==> src/sam_ram.sv <==
// Generic simple dual-port RAM with one write port and a registered read port.
module sam_ram #(
  parameter int unsigned WIDTH = 8,
  parameter int unsigned DEPTH = 16,
  localparam int unsigned AW   = $clog2(DEPTH)
) (
  input  logic             clk_i,
  input  logic             we_i,
  input  logic [AW-1:0]    waddr_i,
  input  logic [WIDTH-1:0] wdata_i,
  input  logic             re_i,
  input  logic [AW-1:0]    raddr_i,
  output logic [WIDTH-1:0] rdata_o
);

  logic [WIDTH-1:0] mem_q [DEPTH];
  logic [WIDTH-1:0] rdata_q;

  // Write port and registered read; read data holds while no read is issued.
  always_ff @(posedge clk_i) begin
    if (we_i) begin
      mem_q[waddr_i] <= wdata_i;
    end
    if (re_i) begin
      rdata_q <= mem_q[raddr_i];
    end
  end

  assign rdata_o = rdata_q;

endmodule

==> config.mk <==
export PLATFORM = sky130hd
export DESIGN_NAME = sam_ram
export DESIGN_NICKNAME = d
export VERILOG_FILES = /design/src/sam_ram.sv
export SDC_FILE = /design/constraint.sdc
export NUM_CORES = 1
export LEC_CHECK = 0
export ABC_AREA = 1
export BUFFER_PORTS_ARGS = -buffer_cell sky130_fd_sc_hd__buf_2
export CORE_MARGIN = 2
export CORE_UTILIZATION = 55
export CTS_CLUSTER_SIZE = 16
export DETAILED_ROUTE_END_ITERATION = 8
export PLACE_DENSITY_LB_ADDON = 0.05
export SYNTH_ARGS = -nofsm -noshare
export SYNTH_HDL_FRONTEND = slang
export SYNTH_SLANG_ARGS = --single-unit
==> constraint.sdc <==
create_clock -name clk_i -period 1.2 [get_ports clk_i]
set_clock_uncertainty 0.15 [all_clocks]
set_input_delay 0.18 -clock clk_i [delete_from_list [all_inputs] [get_ports clk_i]]
set_output_delay 0.18 -clock clk_i [all_outputs]
set_load 0.03 [all_outputs]
Word-level counts from Yosys, hierarchy flattened
Memory sizes are Yosys's and may differ from the RTL's. A register that Yosys moved wholly into a read port is not among the register bits. Index checks and enable logic that the tools add are counted. W data, S select, Z words.

Memories kept: 1. Bits in latches: 0. Output and inout bits: 8. Input port bits: 19. Memory bits (writable): 128. Bits in read-only memories: 0. Register bits: 0. Word-level logic and storage cells: 3.

Memory list: mem_q (depth 16, bits a word 8, read ports 1, clocked after Yosys merged registers in 1, write ports 1, RTL line 16) `logic [WIDTH-1:0] mem_q [DEPTH];`.

$add $sub $neg: 0. Divide/modulo/power cells: 0. Reductions and logical operators: 0. Multiply operators: 0. Shift-type cells: 0. Equal/unequal tests: 0. Order comparisons: 0. Multiplexer cells: 2. Bitwise operators: 0.

Operator list (number): $mux W1 (2).

Longest topological paths before layout
Word-level depth: 2. Mapped depth: 8. Mapped depth without buffers: 7.

Worst setup path after synthesis
OpenSTA, ideal clock, no wires.

Kind: input port to flip-flop. Start: in waddr_i[3]. End: mem mem_q[4][0] (enable). Stages: 2. Setup time: 370 ps. Setup slack: -81 ps. Path buffers: 0. Data required time: 680 ps. Arrival: 761 ps. Cell sequence: nand3b_1 > nor2_1.

RTL lines: start, declared (RTL line 9) `input logic [AW-1:0] waddr_i,`; end, declared (RTL line 16).

No word-level cell before the write port.

Worst setup path in the final report
Start: reg rdata_q[3], in the netlist rdata_o[3], read port of mem_q. End: out rdata_o[3].

RTL lines: start, declared (RTL line 17) `logic [WIDTH-1:0] rdata_q;`; end, declared (RTL line 13) `output logic [WIDTH-1:0] rdata_o`.

No word-level cell between the ends.

==> metrics <==
CTS tree=yes; CP arrival=1160 ps; Die X=107 um; worst skew pair latency=530 ps; crit path cell chain=buf_6; All-Layer GR Usage=0.258; Max IR drop VDD=1.06 mV; Max FO, Critical Path=1; CTS Sinks=136; Post-Syn Nets=570; buffer and inverter count on the worst path=1; dpl cell area=6320 um^2; outcome=finished, violations left; Hold Crit Class=input port to flip-flop; post-route ant nets=0; dpl hpwl=8340 um; Max Buffers Root-to-Sink=2; Worst Path Required=870 ps; Sw Ratio=0.222; Critical Path Max Stage Delay=460 ps; First-pass DRT Iterations=5; Finished Cell Area=7320 um^2; Mapped Cells=551; first-pass GRT wire length=21000 um; Post-CTS Setup Bufs=0; Critical Path Stages=1; number of synthesized register bits=136; Hold Path Cell Cnt=5; Avg Cell Area, Syn=10.6 um^2; WL per Instance=17.9 um; Leakage=3.14 nW; vias in the first global route=3828; f_max=0.671 GHz; Tcrit/Tclk final=1.24; top-count cell post-synth=nand2_1; Mapped Area=5850 um^2; worst setup margin=-290 ps; Port Buf Inserts=26; Synth top cells by count=nand2_1, edfxtp_1, inv_1, nand3_1, nor2_1; vias per cell=5.26; Worst-path clk slew=60 ps; metal1 wirelength=5810 um; dominant cell type by area after synthesis=edfxtp_1; FFs w/ async S/R, synth=0; Synth Warn #=0; layout cells sized above 1=0.237; initial core utilization=0.566; WL met2=6470 um; Final min period=1490 ps; clock share of power=0.445; RSZ-0062 raised after global routing=yes; top_reg_cell synth=edfxtp_1; Slowest-stage cell, CP=edfxtp_1; Total Power=11.3 mW; gpl congestion=0.825; Gate power share=0.078; Reg2Reg Depth=6; critical path class=flip-flop to primary output; top layer used by detailed routing=met4; DIE AREA=11500 um^2; drt first-iter violations=375; via count=4000; pin count of the biggest net entering global routing=47; GRT overflow=0; CTS Buf Count=17; Finish-stage setup viols=16; Crit path max-delay family=flip-flops; H-tree depth=4; metal3 WL=1130 um; die height=107 um; share of the synthesized area in the top cell type=0.698; Root Buffer=clkbuf_8; IO Count=27; Hold Vio Cnt, Final=0; Rel. slew slack=0.707; library cells used by synthesis=11; WL final=13600 um; Synth area leaders=edfxtp_1, nand2_1, nand3_1, inv_1, buf_6; failing checks=negative setup slack; Pins Over Slew Limit=0; Post-synth EDFFs=136; Max Cap Viol=0; # diodes=0; Critical Path Source Type=flip-flop; PD cells=1550 nW/um^2; Net Switching=2.52 mW; flop2flop setup slack=-30 ps; Seq/Total Area, Yosys=0.698; Least-Margin Pin Slew=440 ps; Int Pwr=8.80 mW; num rows=37; Core Region=10300 um^2; final-stage net count=631; Critical Path Sink Type=primary output; sequential share of power=0.477; antenna violations before repair=0; Area Overhead vs Synth=25.2%; DRC=0
==> layer usage <==
| metal | global-route usage | up-vias |
|---|---|---|
| li1 | - | 1905 |
| met1 | 0.362 | 1888 |
| met5 | 0 | - |
| met2 | 0.400 | 186 |
| met3 | 0.0535 | 21 |
| met4 | 0.0974 | 0 |
==> power groups by stage <==
stage	Clock, mW	Combinational, mW	Sequential [mW]
6_report	5.04	0.884	5.39
5_1_grt	5.31	0.960	5.40
4_1_cts	5.09	0.836	5.39
3_5_place_dp	0	0.739	5.49
3_3_place_gp	0	0.730	5.48
2_1_floorplan	0	0.379	5.52
==> cell usage in the layout, fill, tap and decap left out <==
master,n
nand2_1,168
edfxtp_1,136
inv_1,96
nand3_1,49
nand3_2,46
buf_4,23
buf_2,17
clkbuf_16,16
nor2_1,11
dlygate4sd3_1,10
buf_6,8
buf_12,8
nor2_2,6
inv_2,5
nand2_2,5
clkinvlp_4,4
bufinv_16,3
clkinv_1,3
nand3_4,2
nand3b_1,2
clkinv_4,2
clkbuf_8,1
inv_6,1
clkbuf_1,1
clkinv_2,1
==> stage by stage <==
stage               hold slack, ps   util  TNS [ps]  setup slack, ps  instances
finish                         138  0.709     -2170             -290        760
floorplan                      129      -     -6440            -80.8        551
CTS                            105  0.695     -2110             -317        760
detailed placement             420  0.612    -17560             -341        719
global route                   140  0.709     -2660             -316        760
global placement               415  0.612    -15260             -337        719
==> worst min-delay path, delay by kind of cell <==
| family | cells | cell delay, ps |
|---|---|---|
| and+or+nand+nor | 3 | 210 |
| buffers and inverters | 2 | 310 |
==> registers in the layout, summed over array words and instances (netlist names) <==
name and flops:
mem_q 128, rdata_o 8
==> timing repair <==
| action | in CTS | in global routing |
|---|---|---|
| setup endpoints to repair | 16 | 16 |
| hold buffers | 10 | 0 |
| hold endpoints to repair | 138 | 0 |
| pin swaps | 29 | 27 |
| gates resized for setup | 44 | 32 |
==> final timing paths <==
path | start | to
setup reg to reg | mem_q[8][2] | rdata_o[2]
setup / recovery | rdata_o[3] | rdata_o[3]
hold / removal | raddr_i[2] | rdata_o[3]
hold reg to reg | mem_q[2][0] | rdata_o[0]
==> kinds of logic after synthesis <==
kind of cell,count (synthesis),share of synthesized area
and+or+nand+nor,289,0.208
DFF,136,0.698
buffers and inverters,126,0.0939
==> layout make-up <==
cell class	count	area (um^2)
Fill cell	762	3010
Timing Repair Buffer	66	608
Multi-Input combinational cell	289	1500
Tap cell	136	170
Sequential cell	136	4080
Clock inverter	13	155
Inverter	102	387
Clock buffer	18	418
No activity file was read; power rests on OpenSTA's default activity.
